### src/natural_log_series_core_assert.svh
// Assertion macros shared by the natural log series core.
// Each macro names the assertion, samples on the rising clock edge and is
// disabled while the synchronous reset is asserted.
`ifndef NATURAL_LOG_SERIES_CORE_ASSERT_SVH
`define NATURAL_LOG_SERIES_CORE_ASSERT_SVH

// The consequent must hold in the same cycle as the antecedent.
`define LNS_ASSERT_SAME(label, ante, cons) \
  label: assert property (@(posedge clk) disable iff (!rst_n) (ante) |-> (cons)) \
    else $error("natural log series core: same-cycle check failed");

// The consequent must hold in the cycle after the antecedent.
`define LNS_ASSERT_NEXT(label, ante, cons) \
  label: assert property (@(posedge clk) disable iff (!rst_n) (ante) |=> (cons)) \
    else $error("natural log series core: next-cycle check failed");

`endif

### src/lns_pkg.sv
`timescale 1ns / 1ps
// ----------------------------------------------------------------------------
// lns_pkg
// Types and constants shared by the stages of the natural log series core.
// ----------------------------------------------------------------------------
package lns_pkg;

  localparam int SERIES_TERMS = 15;
  localparam int DIV_STEPS    = 30;
  // Input register, divider steps, square, Horner steps, product, output.
  localparam int LATENCY      = 1 + DIV_STEPS + 1 + SERIES_TERMS + 2;

  localparam logic [31:0] ONE_Q16 = 32'h0001_0000;

  // Restoring divider stage contents.
  typedef struct packed {
    logic        valid;
    logic        neg;
    logic [32:0] rem;
    logic [32:0] den;
    logic [30:0] quo;
  } div_t;

  // Horner stage contents.
  typedef struct packed {
    logic        valid;
    logic        neg;
    logic [30:0] x_mag;
    logic [30:0] xx;
    logic [31:0] y;
  } hrn_t;

endpackage

### src/lns_horner_stage.sv
`timescale 1ns / 1ps
// ----------------------------------------------------------------------------
// lns_horner_stage
// One registered Horner step: y = recip + ((xx * y) >> 30).
// ----------------------------------------------------------------------------
module lns_horner_stage import lns_pkg::*; (
  input  logic        clk,
  input  logic        rst_n,
  input  logic [30:0] recip,
  input  hrn_t        h_in,
  output hrn_t        h_out
);

  logic [62:0] prod;
  logic [32:0] sum;
  hrn_t        h_nxt;
  logic        valid_r;
  hrn_t        pay_r;

  always_comb begin
    prod    = 63'(h_in.xx) * 63'(h_in.y);
    sum     = {2'b00, recip} + prod[62:30];
    h_nxt   = h_in;
    // The series value stays below 4.0, so 32 bits hold it.
    h_nxt.y = sum[31:0];
  end

  always_ff @(posedge clk) begin
    if (!rst_n) begin
      valid_r <= 1'b0;
    end else begin
      valid_r <= h_in.valid;
    end
  end

  always_ff @(posedge clk) begin
    pay_r <= h_nxt;
  end

  always_comb begin
    h_out       = pay_r;
    h_out.valid = valid_r;
  end

endmodule

### config.mk
export PLATFORM = sky130hd
export DESIGN_NAME = lns_horner_stage
export DESIGN_NICKNAME = d
export VERILOG_FILES = /design/src/natural_log_series_core_assert.svh /design/src/lns_pkg.sv /design/src/lns_horner_stage.sv
export SDC_FILE = /design/constraint.sdc
export NUM_CORES = 2
export LEC_CHECK = 0
export ABC_AREA = 1
export BUFFER_PORTS_ARGS = -buffer_cell sky130_fd_sc_hd__buf_2
export CAP_MARGIN = 20
export CELL_PAD_IN_SITES_DETAIL_PLACEMENT = 0
export CELL_PAD_IN_SITES_GLOBAL_PLACEMENT = 1
export CORE_MARGIN = 1.5
export CORE_UTILIZATION = 48
export CTS_CLUSTER_SIZE = 30
export DETAILED_ROUTE_END_ITERATION = 10
export PLACE_DENSITY = 0.86
export SYNTH_ARGS = -nofsm -noshare
export SYNTH_HDL_FRONTEND = slang
export SYNTH_SLANG_ARGS = --single-unit
### constraint.sdc
create_clock -name clk -period 11.5 [get_ports clk]
set_clock_uncertainty 0.2 [all_clocks]
set_input_delay 2.875 -clock clk [delete_from_list [all_inputs] [get_ports clk]]
set_output_delay 2.875 -clock clk [all_outputs]
set_load 0.05 [all_outputs]
==> impl_metrics.json <==
{
  "min_path_type": "primary input to flop",
  "grt_max_degree": 33,
  "final_layout_size_suffix_gt1_frac": 0.07787,
  "ys_ff_latch": 96,
  "grt_overflow": 0,
  "fin_crit_sh": 0.9570,
  "cts_tree": "yes",
  "crit_slowest_cell": "fa_1",
  "vias": 30330,
  "finalSetupViolCount": 0,
  "fp.dieW_um": 281.4,
  "fp.dieH_um": 281.4,
  "ys_seq_area_frac": 0.05166,
  "syn_avg_cell_area_um2": 7.618,
  "place_ws_ns": -0.005176,
  "cts.sinks": 96,
  "synth_top_area_frac": 0.4654,
  "worst_pin_slew_ns": 0.7193,
  "finalHoldViolations": 0,
  "ys_warn_count": 0,
  "synth_area_um2": 37200,
  "grt_pass1_wl_mm": 170.3,
  "ioPinCount": 225,
  "fmax_mhz": 90.86,
  "drc_errors": 0,
  "cp-end-kind": "flop",
  "slew_viol_final": 0,
  "cp_max_fo": 11,
  "vias_per_cell": 4.977,
  "nNetsFinal": 6332,
  "grt_pass1_vias": 31940,
  "die_area_um2": 79190,
  "cts_buffers": 9,
  "async_reset_ff_frac": 0,
  "worst_ep_required_time_ns": 11.60,
  "clk_pin_slew_worst_paths_ns": 0.10,
  "status": "completed",
  "initial_core_util": 0.4874,
  "synth.most_common_cell": "inv_1",
  "drtAntennaViolNets": 0,
  "clockBufferDepth": 2,
  "synth_area_leaders": "fa_1, inv_1, nand2_1",
  "start_kind": "primary input",
  "dp_hpwl_mm": 90.75,
  "synthTopCellsByCount": "inv_1, nand2_1, fa_1, ha_1, nor2_1",
  "num-fill-cells": 7543,
  "grt_usage": 0.2767,
  "wl_per_cell_um": 16.99,
  "synth-edff-count": 0,
  "worstSetupPathType": "primary input to flop",
  "synth_nets": 6161,
  "rsz0062_at_grt": "no",
  "slew-limit-headroom": 0.5205,
  "setup_ws_ns": 0.4944,
  "synth_cell_types": 35,
  "fin_worst_hold_slack_ns": 2.372,
  "dr.pass1.iters": 6,
  "areaGrowthSynthToFinish_pct": 8.276,
  "crit_arrival_ns": 11.11,
  "crit_top_cell": "fa_1",
  "finalSetupTns_ns": 0,
  "syn_inst": 4884,
  "routed_wl_mm": 103.5,
  "max_cap_violations": 0,
  "cts-root-buf": "clkbuf_16",
  "gp_congestion": 0.9354,
  "yosys.area.top_type": "fa_1",
  "drt_iter0_drc": 2000,
  "synthFlopType": "dfxtp_1",
  "antenna_found_initial": 5,
  "std_cell_rows": 101,
  "cpPeakStageDelay_ns": 0.57,
  "post-route-min-period_ns": 11.01,
  "cts_max_level": 3,
  "core-area_um2": 76330,
  "portBuffers": 224
}
## kinds of logic (layout without fill, tap and decap cells)
kind of cell,Yosys count,count (layout),share of synthesized area
fa+ha+maj,1148,1148,0.5606
compound gates,199,199,0.02996
simple gates,1750,1750,0.1826
flops,96,96,0.05166
buf+inv,1658,1834,0.1674
xor+xnor,33,33,0.007769
other cells,0,3,0
## path summary, 6_finish.rpt
check | start | end | slack, ns | cells past startpoint
worst max-delay path | h_in[6] | h_out[18] | 0.49 | 35
worst min-delay path | h_in[86] | h_out[86] | 2.37 | 1
## critical path, delay by kind of cell
kind	cells	cell delay, ns
AO/OA/AOI/OAI	4	0.77
XOR/XNOR	2	0.57
adder cells (fa/ha/maj)	11	5.03
buffers and inverters	9	0.99
AND/OR/NAND/NOR	9	0.87
## per-stage QoR
stage                     cells  utilization  area, µm²
final                      6093       0.5278      40280
after CTS                  6090       0.5274      40260
after detailed placement   6074       0.5234      39950
after global placement     6074       0.5234      39950
after global routing       6090       0.5277      40280
after floorplan            4884            -      37200
## layout by cell type, fill, tap and decap left out, types with 25 or more instances in the layout
cell | synthesis | layout
a21oi_1 | 97 | 96
buf_2 | 0 | 218
buf_4 | 1 | 119
dfxtp_1 | 96 | 96
fa_1 | 865 | 865
ha_1 | 283 | 283
inv_1 | 1451 | 1451
nand2_1 | 1419 | 1419
nand3_1 | 82 | 82
nor2_1 | 192 | 192
o21ai_0 | 46 | 46
xor2_1 | 25 | 25
## flip-flops by register name (all words and copies together) (netlist names)
register  count
h_out        95
valid_r       1
## layout make-up
class                   instances  area (µm²)  area share
repair buffers                351        2190     0.05435
flip-flops and latches         96        1922     0.04771
clock inverters                 7       85.08    0.002112
multi-input cells            3130       29060      0.7214
well taps                    1030        1289     0.03199
inverters                    1467        5507      0.1367
clock buffers                   9       225.2    0.005591
diodes                          3       7.507   0.0001864
## layer usage
metal  track usage  part of all wire
met1        0.3748              0.43
met2        0.4745              0.48
met3       0.03141             0.060
met4       0.06824             0.026
met5             0           0.00034
## timing repair
action,in CTS,in global routing
setup buffers,0,0
hold buffers,0,0
resized for setup,0,7
setup endpoints to repair,0,6
Power is left out: the tool's default activity adds up to more than one toggle a clock period on the data nets, which glitch-free logic cannot reach.
