File: src/natural_log_series_core_assert.svh
// Assertion macros shared by the natural log series core.
// Each macro names the assertion, samples on the rising clock edge and is
// disabled while the synchronous reset is asserted.
`ifndef NATURAL_LOG_SERIES_CORE_ASSERT_SVH
`define NATURAL_LOG_SERIES_CORE_ASSERT_SVH

// The consequent must hold in the same cycle as the antecedent.
`define LNS_ASSERT_SAME(label, ante, cons) \
  label: assert property (@(posedge clk) disable iff (!rst_n) (ante) |-> (cons)) \
    else $error("natural log series core: same-cycle check failed");

// The consequent must hold in the cycle after the antecedent.
`define LNS_ASSERT_NEXT(label, ante, cons) \
  label: assert property (@(posedge clk) disable iff (!rst_n) (ante) |=> (cons)) \
    else $error("natural log series core: next-cycle check failed");

`endif

File: src/lns_pkg.sv
`timescale 1ns / 1ps
// ----------------------------------------------------------------------------
// lns_pkg
// Types and constants shared by the stages of the natural log series core.
// ----------------------------------------------------------------------------
package lns_pkg;

  localparam int SERIES_TERMS = 15;
  localparam int DIV_STEPS    = 30;
  // Input register, divider steps, square, Horner steps, product, output.
  localparam int LATENCY      = 1 + DIV_STEPS + 1 + SERIES_TERMS + 2;

  localparam logic [31:0] ONE_Q16 = 32'h0001_0000;

  // Restoring divider stage contents.
  typedef struct packed {
    logic        valid;
    logic        neg;
    logic [32:0] rem;
    logic [32:0] den;
    logic [30:0] quo;
  } div_t;

  // Horner stage contents.
  typedef struct packed {
    logic        valid;
    logic        neg;
    logic [30:0] x_mag;
    logic [30:0] xx;
    logic [31:0] y;
  } hrn_t;

endpackage

File: src/lns_out_stage.sv
`timescale 1ns / 1ps
// ----------------------------------------------------------------------------
// lns_out_stage
// Final product 2*x*y, scaling to Q8.24, sign and saturation.
// ----------------------------------------------------------------------------
module lns_out_stage import lns_pkg::*; (
  input  logic        clk,
  input  logic        rst_n,
  input  hrn_t        h_in,
  output logic        res_valid,
  output logic [31:0] res_value
);

  logic        p_valid_r;
  logic        p_neg_r;
  logic [62:0] p_prod_r;
  logic [27:0] mag;
  logic [32:0] mag_ext;
  logic [31:0] res_nxt;
  logic        o_valid_r;
  logic [31:0] o_value_r;

  always_ff @(posedge clk) begin
    if (!rst_n) begin
      p_valid_r <= 1'b0;
      o_valid_r <= 1'b0;
    end else begin
      p_valid_r <= h_in.valid;
      o_valid_r <= p_valid_r;
    end
  end

  always_ff @(posedge clk) begin
    p_neg_r   <= h_in.neg;
    p_prod_r  <= 63'(h_in.x_mag) * 63'(h_in.y);
    o_value_r <= res_nxt;
  end

  always_comb begin
    mag     = p_prod_r[62:35];
    mag_ext = {5'b0, mag};
    if (p_neg_r) begin
      res_nxt = (mag_ext > 33'h0_8000_0000) ? 32'h8000_0000 : 32'(-mag_ext);
    end else begin
      res_nxt = (mag_ext > 33'h0_7FFF_FFFF) ? 32'h7FFF_FFFF : mag_ext[31:0];
    end
  end

  assign res_valid = o_valid_r;
  assign res_value = o_value_r;

endmodule

File: config.mk
export PLATFORM = sky130hd
export DESIGN_NAME = lns_out_stage
export DESIGN_NICKNAME = d
export VERILOG_FILES = /design/src/natural_log_series_core_assert.svh /design/src/lns_pkg.sv /design/src/lns_out_stage.sv
export SDC_FILE = /design/constraint.sdc
export NUM_CORES = 2
export LEC_CHECK = 0
export ABC_CLOCK_PERIOD_IN_PS = 12100
export BUFFER_PORTS_ARGS = -buffer_cell sky130_fd_sc_hd__buf_2
export CORE_ASPECT_RATIO = 0.7
export CORE_MARGIN = 4
export CORE_UTILIZATION = 32
export CTS_CLUSTER_SIZE = 8
export DETAILED_ROUTE_END_ITERATION = 6
export PLACE_DENSITY_LB_ADDON = 0.3
export SETUP_SLACK_MARGIN = 0.4
export SYNTH_ARGS = -nofsm -noshare
export SYNTH_HDL_FRONTEND = slang
export SYNTH_SLANG_ARGS = --single-unit
File: constraint.sdc
create_clock -name clk -period 12.1 [get_ports clk]
set_input_delay 2.42 -clock clk [delete_from_list [all_inputs] [get_ports clk]]
set_output_delay 2.42 -clock clk [all_outputs]
set_load 0.02 [all_outputs]
==> results.py <==
metrics = {
    "yosys": {
        "synth_fa_ha_area_share_pct": 61.78,
        "combinational_family_with_the_most_area_after_synthesis": "adder cells",
        "synth-compound-area-share_pct": 3.877,
        "synthDistinctLibCells": 52,
        "total_of_warnings_raised_by_yosys": 0,
        "muxShareOfSynthArea_pct": 0.03394,
        "synth_cells": 3589,
        "synth.cell_area_um2": 33180,
        "synthArstFlopShare_pct": 0,
        "synthFlopType": "dfxtp_1",
        "synth_simple_gate_area_share_pct": 17.72,
        "syn-mean-instance-area_um2": 9.244,
        "synth_xor_xnor_area_share_pct": 1.452,
        "yosys_register_bits": 63,
        "nets_in_the_synthesized_netlist": 4806,
        "count_of_flip_flops_with_a_built_in_enable_after_synthesis": 0,
        "synth_sequential_area_ratio_pct": 3.802,
    },
    "sta": {
        "maxSlewHeadroom_pct": 32.09,
        "final-max-slew-violation-count": 0,
        "worstMarginPinSlew_ps": 1019,
        "fmax_mhz": 93.34,
        "setup-tns-final_ps": 0,
        "layout_worst_path_cycle_share_pct": 88.54,
        "fin_worst_skew_ps": 5.980,
        "final-hold-violation-count": 0,
        "period_needed_ps": 10710,
        "timing.final.setup_violations": 0,
        "rsz0062_at_grt": "false",
    },
    "floorplan": {
        "rows": 98,
        "floorplan.die.height_um": 277.4,
        "io-pin-count": 131,
        "die_width_um": 392.8,
        "floorplan.initialDensity_pct": 32.36,
        "die_area_um2": 109000,
        "core_area_um2": 102500,
    },
    "layout": {
        "syn2layout_area_growth_pct": 6.362,
        "fin_nets": 4757,
        "layout_cell_share_with_drive_strength_beyond_1_pct": 4.880,
        "fin_cells": 4898,
    },
    "clocking": {
        "clk-insertion-delay-late_ps": 330,
        "post_cts_hold_buffer_count": 0,
        "htreeDepth": 3,
        "cts_clk_pin_slew_worst_paths_ps": 50,
        "clock_sinks": 63,
        "cts_setup_buffers": 0,
        "postCtsResizedCells": 0,
        "cts-buffers-inserted": 9,
        "cts_root_buf": "clkbuf_16",
        "cts_tree": "built",
        "cts.path.max_buffers": 2,
    },
    "global_routing": {
        "grt_pass1_wl_um": 153300,
        "largest_net_degree_at_the_start_of_global_routing": 33,
        "globalRouteOverflowTotal": 0,
        "grtUsageTotal_pct": 18.24,
        "vias_in_the_first_global_route": 25290,
        "grt_antenna_before_repair": 9,
    },
    "route": {
        "routedWlPerCell_um": 19.69,
        "wirelength_um": 96430,
        "detail_route.vias_per_cell": 4.765,
        "first_iter_violations": 1677,
        "drt_pass1_iterations": 7,
        "route.antenna.remaining_nets": 0,
        "vias": 23340,
        "drc_errors": 0,
    },
    "job": {
        "drv.max_cap_violation_count": 0,
    },
    "critical_path": {
        "worst_setup_path_start_kind": "input pin",
        "criticalPathCategory": "in2reg",
        "cp-end-kind": "register",
        "cp_data_arrival_time_ps": 10950,
        "crit_fanout": 32,
        "critPathRequiredTime_ps": 12330,
        "r2r_depth": 8,
    },
    "placed_design": {
        "place_congestion": 0.8492,
        "buffer_ports.inserted": 99,
        "placed_cells": 4879,
        "hpwl_um": 76480,
    },
    "hold_path": {
        "hold-path-cell-count": 0,
        "hold_path.class": "reg2reg",
    },
    "outcome": {
        "outcome": "completed",
    },
}
[routing by layer]
layer	global-route usage, %	vias to the layer above	wire, µm
met5	0	-	41
met4	2.102	6	1268
met2	25.83	775	39260
li1	-	10360	-
met1	28.66	12140	47190
met3	4.430	59	8669
[cell usage in the layout (no fill, tap or decap), drive strengths merged, types with 23 or more instances in the layout]
master and n:
o21ai 45, and2 531, buf 144, inv 798, ha 254, nand4 23
a21oi 65, dfxtp 63, nand2 505, fa 865, xnor2 46, a21o 32
[cells in the mapped netlist (3+ instances only)]
cell type / number / area share, %
nor3_1: 4 / 0.060
or4_1: 6 / 0.14
clkbuf_1: 203 / 2.3
o41ai_1: 4 / 0.11
a211oi_1: 4 / 0.091
nand2b_1: 8 / 0.15
a31oi_1: 3 / 0.057
nand3_1: 14 / 0.21
and2_1: 531 / 10
a21oi_1: 65 / 0.98
nor2_1: 22 / 0.25
o21ai_0: 45 / 0.68
xnor2_1: 46 / 1.2
o22ai_1: 4 / 0.075
o31ai_1: 10 / 0.23
and3_1: 5 / 0.094
nor4_1: 7 / 0.13
or3_1: 3 / 0.057
a221oi_1: 3 / 0.079
a21o_1: 32 / 0.72
o31a_1: 3 / 0.079
nand4_1: 23 / 0.43
inv_1: 798 / 9.0
dfxtp_1: 63 / 3.8
o211ai_1: 3 / 0.068
nor2b_1: 8 / 0.15
ha_1: 254 / 9.6
fa_1: 865 / 52
or4_4: 3 / 0.10
xor2_1: 9 / 0.24
nand2_1: 505 / 5.7
o21bai_1: 10 / 0.23
[stage by stage]
| stage | util [%] | hold WS [ps] | area (µm²) | worst slack, ps |
|---|---|---|---|---|
| floorplan | - | 360.1 | 33180 | 2829 |
| global placement | 34.08 | 406.3 | 34930 | 1096 |
| detailed placement | 34.08 | 400.5 | 34930 | 1122 |
| CTS | 34.42 | 400.9 | 35280 | 1452 |
| global route | 34.42 | 421.3 | 35280 | 993.3 |
| finish | 34.42 | 404.6 | 35290 | 1387 |
[state kept, by name, indices dropped and copies added, names as in the netlist]
signal and count:
p_neg_r 1, p_prod_r 28, p_valid_r 1, res_valid 1
res_value 32
[logic make-up (layout without fill, tap and decap cells)]
kind of cell | count (synthesis) | count (layout)
XOR/XNOR | 55 | 55
other | 0 | 3
adder cells (fa/ha/maj) | 1119 | 1119
flip-flops | 63 | 63
AO/OA/AOI/OAI | 203 | 203
buffers and inverters | 1002 | 958
AND/OR/NAND/NOR | 1146 | 1146
multiplexers | 1 | 1
[path summary, 6_finish.rpt]
check                                   from             to  slack [ps]
worst min-delay path            p_prod_r[35]   res_value[0]         400
worst min register to register  p_prod_r[35]   res_value[0]         400
worst max register to register  p_prod_r[40]  res_value[25]        8880
worst max-delay path                h_in[84]   p_prod_r[61]        1390
[worst max-delay path, stage by stage]
cell,delay [ps]
buf_2,760
and2_1,260
fa_1,410
inv_1,120
fa_1,430
inv_1,90
fa_1,440
fa_1,640
fa_1,490
fa_1,520
fa_1,430
fa_1,510
ha_1,410
nand4_1,200
nor4_1,450
o31ai_1,130
o221ai_1,550
o22ai_1,340
o41a_1,590
a31oi_1,320
o21ai_0,160
a221oi_1,270
[final cells by class]
cell class / instances / area, µm²
fillers: 10580 / 67220
multi-input cells: 2524 / 28150
inverters: 798 / 2995
well taps: 1350 / 1689
flip-flops and latches: 63 / 1261
repair buffers: 144 / 833.3
clock buffers: 9 / 225.2
clock inverters: 7 / 121.4
diodes: 3 / 7.507
Power is left out: the tool's default activity adds up to more than one toggle a clock period on the data nets, which glitch-free logic cannot reach.
