--- src/natural_log_series_core_assert.svh ---
// Assertion macros shared by the natural log series core.
// Each macro names the assertion, samples on the rising clock edge and is
// disabled while the synchronous reset is asserted.
`ifndef NATURAL_LOG_SERIES_CORE_ASSERT_SVH
`define NATURAL_LOG_SERIES_CORE_ASSERT_SVH

// The consequent must hold in the same cycle as the antecedent.
`define LNS_ASSERT_SAME(label, ante, cons) \
  label: assert property (@(posedge clk) disable iff (!rst_n) (ante) |-> (cons)) \
    else $error("natural log series core: same-cycle check failed");

// The consequent must hold in the cycle after the antecedent.
`define LNS_ASSERT_NEXT(label, ante, cons) \
  label: assert property (@(posedge clk) disable iff (!rst_n) (ante) |=> (cons)) \
    else $error("natural log series core: next-cycle check failed");

`endif

--- src/lns_pkg.sv ---
`timescale 1ns / 1ps
// ----------------------------------------------------------------------------
// lns_pkg
// Types and constants shared by the stages of the natural log series core.
// ----------------------------------------------------------------------------
package lns_pkg;

  localparam int SERIES_TERMS = 15;
  localparam int DIV_STEPS    = 30;
  // Input register, divider steps, square, Horner steps, product, output.
  localparam int LATENCY      = 1 + DIV_STEPS + 1 + SERIES_TERMS + 2;

  localparam logic [31:0] ONE_Q16 = 32'h0001_0000;

  // Restoring divider stage contents.
  typedef struct packed {
    logic        valid;
    logic        neg;
    logic [32:0] rem;
    logic [32:0] den;
    logic [30:0] quo;
  } div_t;

  // Horner stage contents.
  typedef struct packed {
    logic        valid;
    logic        neg;
    logic [30:0] x_mag;
    logic [30:0] xx;
    logic [31:0] y;
  } hrn_t;

endpackage

--- src/lns_div_stage.sv ---
`timescale 1ns / 1ps
// ----------------------------------------------------------------------------
// lns_div_stage
// One registered step of the restoring divider: one quotient bit per stage.
// ----------------------------------------------------------------------------
module lns_div_stage import lns_pkg::*; (
  input  logic clk,
  input  logic rst_n,
  input  div_t d_in,
  output div_t d_out
);

  logic [33:0] rem2;
  logic        ge;
  div_t        d_nxt;
  logic        valid_r;
  div_t        pay_r;

  always_comb begin
    rem2        = {d_in.rem, 1'b0};
    ge          = rem2 >= {1'b0, d_in.den};
    d_nxt       = d_in;
    d_nxt.rem   = ge ? 33'(rem2 - {1'b0, d_in.den}) : rem2[32:0];
    d_nxt.quo   = {d_in.quo[29:0], ge};
  end

  always_ff @(posedge clk) begin
    if (!rst_n) begin
      valid_r <= 1'b0;
    end else begin
      valid_r <= d_in.valid;
    end
  end

  always_ff @(posedge clk) begin
    pay_r <= d_nxt;
  end

  always_comb begin
    d_out       = pay_r;
    d_out.valid = valid_r;
  end

endmodule

--- config.mk ---
export PLATFORM = sky130hd
export DESIGN_NAME = lns_div_stage
export DESIGN_NICKNAME = d
export VERILOG_FILES = /design/src/natural_log_series_core_assert.svh /design/src/lns_pkg.sv /design/src/lns_div_stage.sv
export SDC_FILE = /design/constraint.sdc
export NUM_CORES = 1
export LEC_CHECK = 0
export BUFFER_PORTS_ARGS = -buffer_cell sky130_fd_sc_hd__buf_2
export CAP_MARGIN = 15
export CORE_ASPECT_RATIO = 0.75
export CORE_MARGIN = 2
export CORE_UTILIZATION = 44
export CTS_BUF_LIST = sky130_fd_sc_hd__clkbuf_2
export DETAILED_ROUTE_END_ITERATION = 12
export PLACE_DENSITY = 0.75
export SYNTH_ARGS = -nofsm -noshare
export SYNTH_HDL_FRONTEND = slang
export SYNTH_SLANG_ARGS = --single-unit
--- constraint.sdc ---
create_clock -name clk -period 4.5 [get_ports clk]
set_input_delay 0.9 -clock clk [delete_from_list [all_inputs] [get_ports clk]]
set_output_delay 0.9 -clock clk [all_outputs]
set_load 0.02 [all_outputs]
==> metrics.txt, run 1 <==
status finished, final reports clean; Worst setup startpoint d_in[31]; Core ar. slightly above 0.01 sq mm; Port Buf Inserts 198; Hold Path Origin d_in[9]; vias after detailed routing ~4000; non-filler cells, final slightly above 800; first-pass GRT wire length between 15 and 20 mm; Slew Viols, Final 0; EDFF count, synth 0; Synth Register Bits 99; Chip Height between 90 and 100 um; ranking of synthesized cells by area dfxtp_1, ha_1, mux2_4; Syn-to-layout area delta 25.2%; Psw 721 uW; Design Area, Final just under 0.006 sq mm; CTS tree yes; Mean Syn Cell Area 9.80 sq um; Worst Setup Start Kind input pin; required time worst endpoint 5010 ps; Synth Cell Area approximately 0.0046 sq mm; Setup Buffers After CTS 0; top-count cell post-synth dfxtp_1; Tcrit/Tclk final 0.729; Synth Flop Type dfxtp_1; Placer Congestion 0.831; combinational group share of total power 0.327; proportion of layout cells with a drive suffix above 1 0.364; ys async rst share 0; Clock transition at path regs between 200 and 300 ps; Power Density about 360 mW/mm^2; Hold Path Class in2reg; number of buffers created by CTS 9; unrepaired setup endpoints after global routing false; CP Class in2reg; # H-tree levels 3; Place WS 582 ps; final setup TNS 0 ps; internal power 1340 uW; VDD IR max around 220 uV; Detailed Routing Iterations Pass 1 4; DR iter-0 viols 93; placed cell count between 700 and 800; crit path DAT about 3800 ps; largest net degree at the start of global routing 26; static leakage around 0.0029 uW; Clock Power Share 0.190; DR DRC count 0; clock sinks 99; Worst Hold Depth 1; Slew headroom 0.522; initial antenna violation count 1; Die X approximately 120 um; total track usage 0.205; list of most frequent post-synthesis cells dfxtp_1, inv_1, ha_1, a21oi_1, nand2_1; final WL 11.7 mm; Max Cap Viol 0; sequential element share of the synthesized area 0.429; remaining global-route overflow 0; Std-Cell Rows 32; die area approximately 0.011 sq mm; Yosys cell types 53; sequential power share 0.483; Fmax between 300 and 400 MHz; final setup violation count 0; CP cell instances buf_2 -> fa_1 -> nand2b_1 -> a21oi_1 -> o211a_1 -> nor2_2 -> o211a_1 -> o21a_1 -> inv_6 -> mux2_2; CP max stage delay about 440 ps; drt via density about 5.0; fillers roughly 1000; # diodes 0; Sw Share 0.350; post_cts resized 0; Worst path slowest cell fa_1; critical path fanouts, max 25; Hold Path Sink d_out[10]$_DFF_P_; Hold Violations, Final 0; crit-path most repeated cell o211a_1; dominant cell type by area after synthesis dfxtp_1; final total power around 2100 uW; Hold Buf Count CTS 0; root buf cell clkbuf_2; Net Count, Synth 606; Bufs on Longest Clock Path 2; top-area cell type share of the netlist area 0.429; post-route ant nets 0; post-DP HPWL 9.64 mm; Crit. End Element flop; worst slew pin tran slightly above 700 ps; clock period minus worst slack around 3300 ps; Routed WL per cell between 10 and 15 um; yosys warns 0; placed cell area between 0.005 and 0.006 sq mm; Synth Instances around 470; Final Net Count ~800; initial core utilization 0.450; Ports 200; number of global-route vias before repair between 3000 and 4000; final worst setup slack 1220 ps
[through the flow]
step | hold WS [ps] | util
floorplan | 928 | -
global placement | 1000 | 0.553
detailed placement | 1000 | 0.553
CTS | 303 | 0.564
global route | 285 | 0.564
finish | 379 | 0.564
[cell usage in the layout, fill, tap and decap left out, types with 2 or more instances in the layout]
cell type / netlist / routed
a31oi_1: 6 / 6
a311o_1: 2 / 2
o21a_1: 9 / 9
nand2b_1: 9 / 9
mux2_2: 5 / 5
o21ai_0: 17 / 17
nand3_1: 7 / 7
and3_1: 3 / 3
nor4_1: 3 / 3
ha_1: 33 / 33
mux2i_1: 3 / 3
nand4_1: 10 / 10
o211a_1: 2 / 2
dfxtp_1: 99 / 99
o21bai_1: 5 / 5
inv_1: 42 / 42
xor2_1: 9 / 9
nand3b_1: 2 / 2
and2_1: 4 / 4
a21o_1: 11 / 11
a21oi_1: 30 / 30
inv_6: 1 / 2
a2111oi_0: 2 / 2
nor2_1: 27 / 27
clkinv_4: 0 / 2
o211ai_1: 12 / 12
or3_1: 3 / 3
inv_8: 0 / 2
clkbuf_2: 0 / 9
a211oi_1: 2 / 2
xnor2_1: 15 / 15
nor3_1: 9 / 9
nor2b_1: 2 / 2
buf_2: 9 / 198
o31ai_1: 8 / 8
mux2_4: 19 / 19
nand2_1: 30 / 30
[how the worst max path moves through the flow]
stage                             end  slack (ps)  cells past startpoint
global route        d_out[70]$_DFF_P_        1150                     10
finish              d_out[67]$_DFF_P_        1220                     10
global placement    d_out[68]$_DFF_P_         590                     10
detailed placement  d_out[70]$_DFF_P_         580                     10
CTS                 d_out[70]$_DFF_P_        1300                     10
floorplan           d_out[71]$_DFF_P_        1250                     12
[layout make-up]
type | instances | area (sq um) | share of cell area
Multi-Input combinational cell | 314 | 2360 | 0.408
Sequential cell | 99 | 1980 | 0.343
Timing Repair Buffer | 199 | 998 | 0.173
Tap cell | 136 | 170 | 0.0294
Inverter | 43 | 166 | 0.0288
Clock inverter | 7 | 60.1 | 0.0104
Clock buffer | 9 | 45.0 | 0.00780
[registers in the layout (all words and copies together), names as in the netlist]
register and count:
valid_r 1, d_out 98
[cell families after synthesis]
logic type | Yosys count | synth area share
flops | 99 | 0.429
xor+xnor | 24 | 0.0455
buf+inv | 58 | 0.0602
mux | 27 | 0.0805
fa+ha+maj | 34 | 0.0938
compound gates | 118 | 0.174
simple gates | 111 | 0.116
[power groups by stage]
stage | sequential [uW] | combinational [uW] | clock, uW
global route | 1010 | 735 | 446
detailed placement | 1010 | 677 | 0
finish | 994 | 674 | 392
CTS | 996 | 679 | 417
floorplan | 1140 | 346 | 0
global placement | 1010 | 670 | 0
[worst max-delay path, delay by kind of cell]
family / cells / cell delay (ps)
buffers and inverters: 2 / 470
AND/OR/NAND/NOR: 2 / 280
AO/OA/AOI/OAI: 4 / 1290
multiplexers: 1 / 380
adder cells (fa/ha/maj): 1 / 440
[routing by layer]
| metal | GRT usage | vias to the layer above | routed length, um |
|---|---|---|---|
| li1 | - | 2044 | - |
| met1 | 0.277 | 1835 | 5410 |
| met2 | 0.318 | 142 | 5140 |
| met3 | 0.0603 | 12 | 1040 |
| met4 | 0.0575 | 2 | 124 |
| met5 | 0 | - | 13 |
(Power assumes the default switching activity.)
==> run 2: changes to the inputs <==
PLACE_DENSITY = 0.78   (was 0.75)
clock period = 2.75 ns   (was 4.5 ns; I/O delays follow)
==> run 2 against run 1 <==
Net effect:
- critical path depth increased by 2
- worst hold slack got worse by 340 ps
- die area unchanged
- setup slack got worse by 1100 ps
- first-iteration DRC count increased by 25%
- utilization increased by 8.5 points
- via count increased by 9.1%
- total power increased by 73%
- sequential share of layout area decreased by 4.5 points
- final area increased by 15%
- clock-buffer cell count increased by 1
- sequential power increased by 64%
==> metrics.txt, run 2 (synthesized netlist as in run 1, its figures left out) <==
CTS tree yes; CP Class in2reg; DR iter-0 viols 116 (+25%); first-pass GRT wire length 19.9 mm (+9.8%); placed cell count 840 (+6.2%); final WL 13.3 mm (+14%); critical path fanouts, max 25 (unchanged); number of buffers created by CTS 9 (unchanged); number of global-route vias before repair 4130 (+9.7%); Power Density 536 mW/mm^2 (+50%); required time worst endpoint 3270 ps (-1740 ps); leading cell types in the layout, fill and taps excluded buf_2, dfxtp_1, buf_4; Port Buf Inserts 198 (unchanged); Clock transition at path regs 270 ps (about the same); largest net degree at the start of global routing 26 (unchanged); vias after detailed routing 4404 (+9.1%); initial antenna violation count 0 (-1); Std-Cell Rows 32 (unchanged); # H-tree levels 3 (unchanged); Slew headroom 0.621 (+0.0993); placed cell area 0.00607 sq mm (+7.1%); clock sinks 99 (unchanged); Hold Violations, Final 0 (unchanged); Ports 200 (unchanged); non-filler cells, final 903 (+12%); unrepaired setup endpoints after global routing false; Worst Setup Start Kind input pin; most common cell after layout, fill and taps aside buf_2; Final Net Count 897 (+12%); Detailed Routing Iterations Pass 1 4 (unchanged); status finished, final reports clean; fillers 871 (-11%); Chip Height 92.7 um (unchanged); clock period minus worst slack ~2600 ps; Slew Viols, Final 0 (unchanged); Placer Congestion 0.845 (+1.6%); Core ar. 0.0102 sq mm (unchanged); Routed WL per cell 14.8 um (+1.6%); # diodes 0 (unchanged); final worst setup slack 122 ps (-1100 ps); Die X 122 um (unchanged); post-route ant nets 0 (unchanged); total track usage 0.223 (+0.0181); number of flip-flops under the largest register name 98 (unchanged); VDD IR max 229 uV (+4.8%); remaining global-route overflow 0 (unchanged); worst slew pin tran 562 ps (-150 ps); Crit. End Element flop; final setup violation count 0 (unchanged); Syn-to-layout area delta 44.1%; proportion of layout cells with a drive suffix above 1 0.390 (+0.0262); root buf cell clkbuf_2; Hold Buf Count CTS 26 (+26); Setup Buffers After CTS 0 (unchanged); Fmax 381 MHz; drt via density 4.88 (-2.5%); Place WS -186 ps (-768 ps); Bufs on Longest Clock Path 2 (unchanged); static leakage 0.00337 uW (+15%); Tcrit/Tclk final 0.956; die area 0.0113 sq mm (unchanged); Max Cap Viol 0 (unchanged); Hold Path Class in2reg; Design Area, Final 0.00665 sq mm (+15%); initial core utilization 0.450 (unchanged); DR DRC count 0 (unchanged); post_cts resized 0 (unchanged); post-DP HPWL 10.1 mm (+5.2%); crit path DAT 3150 ps (-640 ps)
## run 2: cell types whose count changed in the layout (fill, tap and decap cells not counted), sizes merged
| cell | previous run | this run |
|---|---|---|
| dlygate4sd3 | 0 | 47 |
| buf | 199 | 248 |
| inv | 46 | 47 |
| clkbuf | 9 | 10 |
| clkinv | 3 | 2 |
| clkinvlp | 1 | 0 |
## run 2: power by group
part	internal [uW]	switching [uW]	leakage [uW]	total (uW)
registers	1590	35.2	0.000835	1630
clock network	148	520	0.0000709	668
logic	584	685	0.00246	1270
total	2330	1240	0.00337	3570
## run 2: per-layer routing
metal	global-route usage	vias to the layer above	part of all wire
met2	0.377	141	0.47
met3	0.0616	10	0.073
met1	0.281	2008	0.45
li1	-	2245	-
met5	0	-	0
met4	0.0556	0	0.0074
## run 2: cell type report
type                            count  area [sq um]  area share
Multi-Input combinational cell    314          2390       0.359
Clock inverter                      6          57.6     0.00865
Sequential cell                    99          1980       0.298
Inverter                           43           169      0.0254
Tap cell                          136           170      0.0256
Timing Repair Buffer              295          1840       0.276
Clock buffer                       10          50.0     0.00752
## run 2: per-stage QoR
stage / power, uW / TNS [ps] / util / hold slack [ps]
floorplan: 2440 / 0 / - / 578
global placement: 2850 / -3270 / 0.593 / 652
detailed placement: 2870 / -3590 / 0.593 / 654
CTS: 3560 / 0 / 0.629 / 1.81
global route: 3770 / 0 / 0.649 / -5.99
finish: 3570 / 0 / 0.649 / 37.3
## run 2: worst paths after layout
kind              startpoint                end  cells past startpoint
setup / recovery    d_in[58]  d_out[67]$_DFF_P_                     12
hold / removal      d_in[56]  d_out[56]$_DFF_P_                      1
## run 2: worst max-delay path: stages
cell and delay (ps):
dlygate4sd3_1 540, buf_2 110, inv_1 40, ha_1 420, nand4_1 200, nor2_1 190
nand3_1 110, nand3b_1 150, a211oi_4 80, o21a_1 180, inv_8 210, mux2_2 370
==> run 3: changes to the inputs <==
CORE_UTILIZATION = 32   (was 44)
PLACE_DENSITY = not set   (was 0.78)
==> run 3 against run 2 <==
Net effect:
- clock power barely moved
- worst hold slack improved by 52 ps
- non-clock buffer count rose by 30
- sequential power barely moved
- final area rose by 6.0%
- via count rose by 2.6%
- clock-buffer cell count fell by 1
- critical path depth fell by 1
- flip-flop and latch count did not move
- total power rose by 2.0%
- wire length rose by 6.3%
- utilization fell by 14 points
- largest power group unchanged
==> metrics.txt, run 3 (synthesized netlist as in run 1, its figures left out) <==
status finished, final reports clean; Setup Buffers After CTS 0 (unchanged); non-filler cells, final 973 (+7.8%); Place WS -230 ps (-43.5 ps); post-route ant nets 0 (unchanged); Syn-to-layout area delta 52.7%; most common cell after layout, fill and taps aside buf_2; root buf cell clkbuf_2; Hold Path Sink d_out[32]$_DFF_P_; initial core utilization 0.332 (-0.118); VDD IR max 257 uV (+12%); final setup violation count 0 (unchanged); post-DP HPWL 10.9 mm (+7.2%); Fmax 366 MHz (-3.9%); Ports 200 (unchanged); Routed WL per cell 14.6 um (-1.3%); number of global-route vias before repair 4540 (+9.9%); number of buffers created by CTS 9 (unchanged); unrepaired setup endpoints after global routing false; proportion of layout cells with a drive suffix above 1 0.407 (+0.0174); Hold Path Class in2reg; final worst setup slack 15.0 ps (-107 ps); static leakage 0.00351 uW (+4.2%); Bufs on Longest Clock Path 2 (unchanged); Chip Height 108 um (+17%); fillers 1333 (+53%); Power Density 516 mW/mm^2 (-3.7%); Port Buf Inserts 198 (unchanged); Worst Setup Start Kind input pin; critical path fanouts, max 5 (-80%); DR DRC count 0 (unchanged); Crit. End Element flop; # H-tree levels 3 (unchanged); placed cell count 895 (+6.5%); number of flip-flops under the largest register name 98 (unchanged); initial antenna violation count 0 (unchanged); Std-Cell Rows 37 (+16%); first-pass GRT wire length 21.9 mm (+9.9%); Clock transition at path regs 260 ps (about the same); Die X 143 um (+17%); # diodes 0 (unchanged); Worst Hold Depth 1 (unchanged); Detailed Routing Iterations Pass 1 4 (unchanged); crit path DAT 3260 ps (+110 ps); remaining global-route overflow 0 (unchanged); final total power 3640 uW (+2.0%); largest net degree at the start of global routing 26 (unchanged); leading cell types in the layout, fill and taps excluded buf_2, dfxtp_1, buf_4; Hold Violations, Final 0 (unchanged); die area 0.0154 sq mm (+36%); CTS tree yes; Core ar. 0.0139 sq mm (+35%); DR iter-0 viols 168 (+45%); vias after detailed routing 4517 (+2.6%); required time worst endpoint 3270 ps (about the same); Placer Congestion 0.795 (-5.8%); Tcrit/Tclk final 0.995 (+0.0391); Max Cap Viol 0 (unchanged); Final Net Count 928 (+3.5%); Slew headroom 0.661 (+0.0396); CP Class in2reg; Slew Viols, Final 0 (unchanged); worst slew pin tran 503 ps (-58.8 ps); drt via density 4.64 (-4.8%); Hold Path Origin d_in[32]; clock sinks 99 (unchanged); clock period minus worst slack 2740 ps (+107 ps); final WL 14.2 mm (+6.3%); final setup TNS 0 ps (unchanged); total track usage 0.181 (-0.0422)
==> run 3: cell types whose count changed in the layout (fill, tap and decap cells not counted), sizes merged <==
| cell | delta |
|---|---|
| buf | +16 |
| bufinv | +1 |
| clkbuf | -1 |
| clkinvlp | +1 |
| dlygate4sd3 | +14 |
==> run 3: repair_timing <==
item,CTS,global route
hold buffers,61,0
hold endpoints to repair,61,0
resized for setup,0,17
setup endpoints to repair,0,30
==> run 3: critical path, cell delays in order <==
cell	delay, ps
dlygate4sd3_1	520
buf_2	110
inv_1	40
ha_1	360
a21oi_1	320
nand4_1	240
o211ai_1	370
a311oi_1	150
buf_4	170
o21a_1	170
o31ai_1	270
==> run 3: layer usage <==
layer	global-route usage	up-vias	part of all wire
li1	-	2303	-
met1	0.242	2066	0.48
met2	0.289	139	0.45
met3	0.0500	9	0.060
met4	0.0502	0	0.0083
met5	0	-	0
==> run 3: final cells by class <==
type	count	area, sq um	share of cell area
Multi-Input combinational cell	314	2450	0.348
Timing Repair Buffer	325	2100	0.297
Sequential cell	99	1980	0.281
Tap cell	175	219	0.0311
Inverter	43	188	0.0266
Clock inverter	7	57.6	0.00816
Clock buffer	9	45.0	0.00639
Timing Repair inverter	1	8.76	0.00124
==> run 3: power by group <==
| part | switching [uW] | internal (uW) |
|---|---|---|
| registers | 37.0 | 1590 |
| clock network | 531 | 136 |
| logic | 706 | 636 |
| total | 1270 | 2360 |
==> run 3: how the worst max path moves through the flow <==
stage                  start           endpoint  slack (ps)  depth (start not counted)
floorplan           d_in[31]  d_out[71]$_DFF_P_           4                         12
global placement    d_in[52]  d_out[70]$_DFF_P_        -200                         11
detailed placement  d_in[52]  d_out[69]$_DFF_P_        -230                         11
CTS                 d_in[46]  d_out[69]$_DFF_P_          20                         12
global route        d_in[39]  d_out[93]$_DFF_P_           9                         11
finish              d_in[39]  d_out[93]$_DFF_P_          10                         11
==> run 3: per-stage QoR <==
step           instance area (sq um)  utilization  hold slack [ps]
6_report                        7050        0.508             89.5
2_1_floorplan                   4650            -              578
3_5_place_dp                    6240        0.450              654
5_1_grt                         7050        0.508             9.69
4_1_cts                         6960        0.501             17.8
3_3_place_gp                    6240        0.450              652
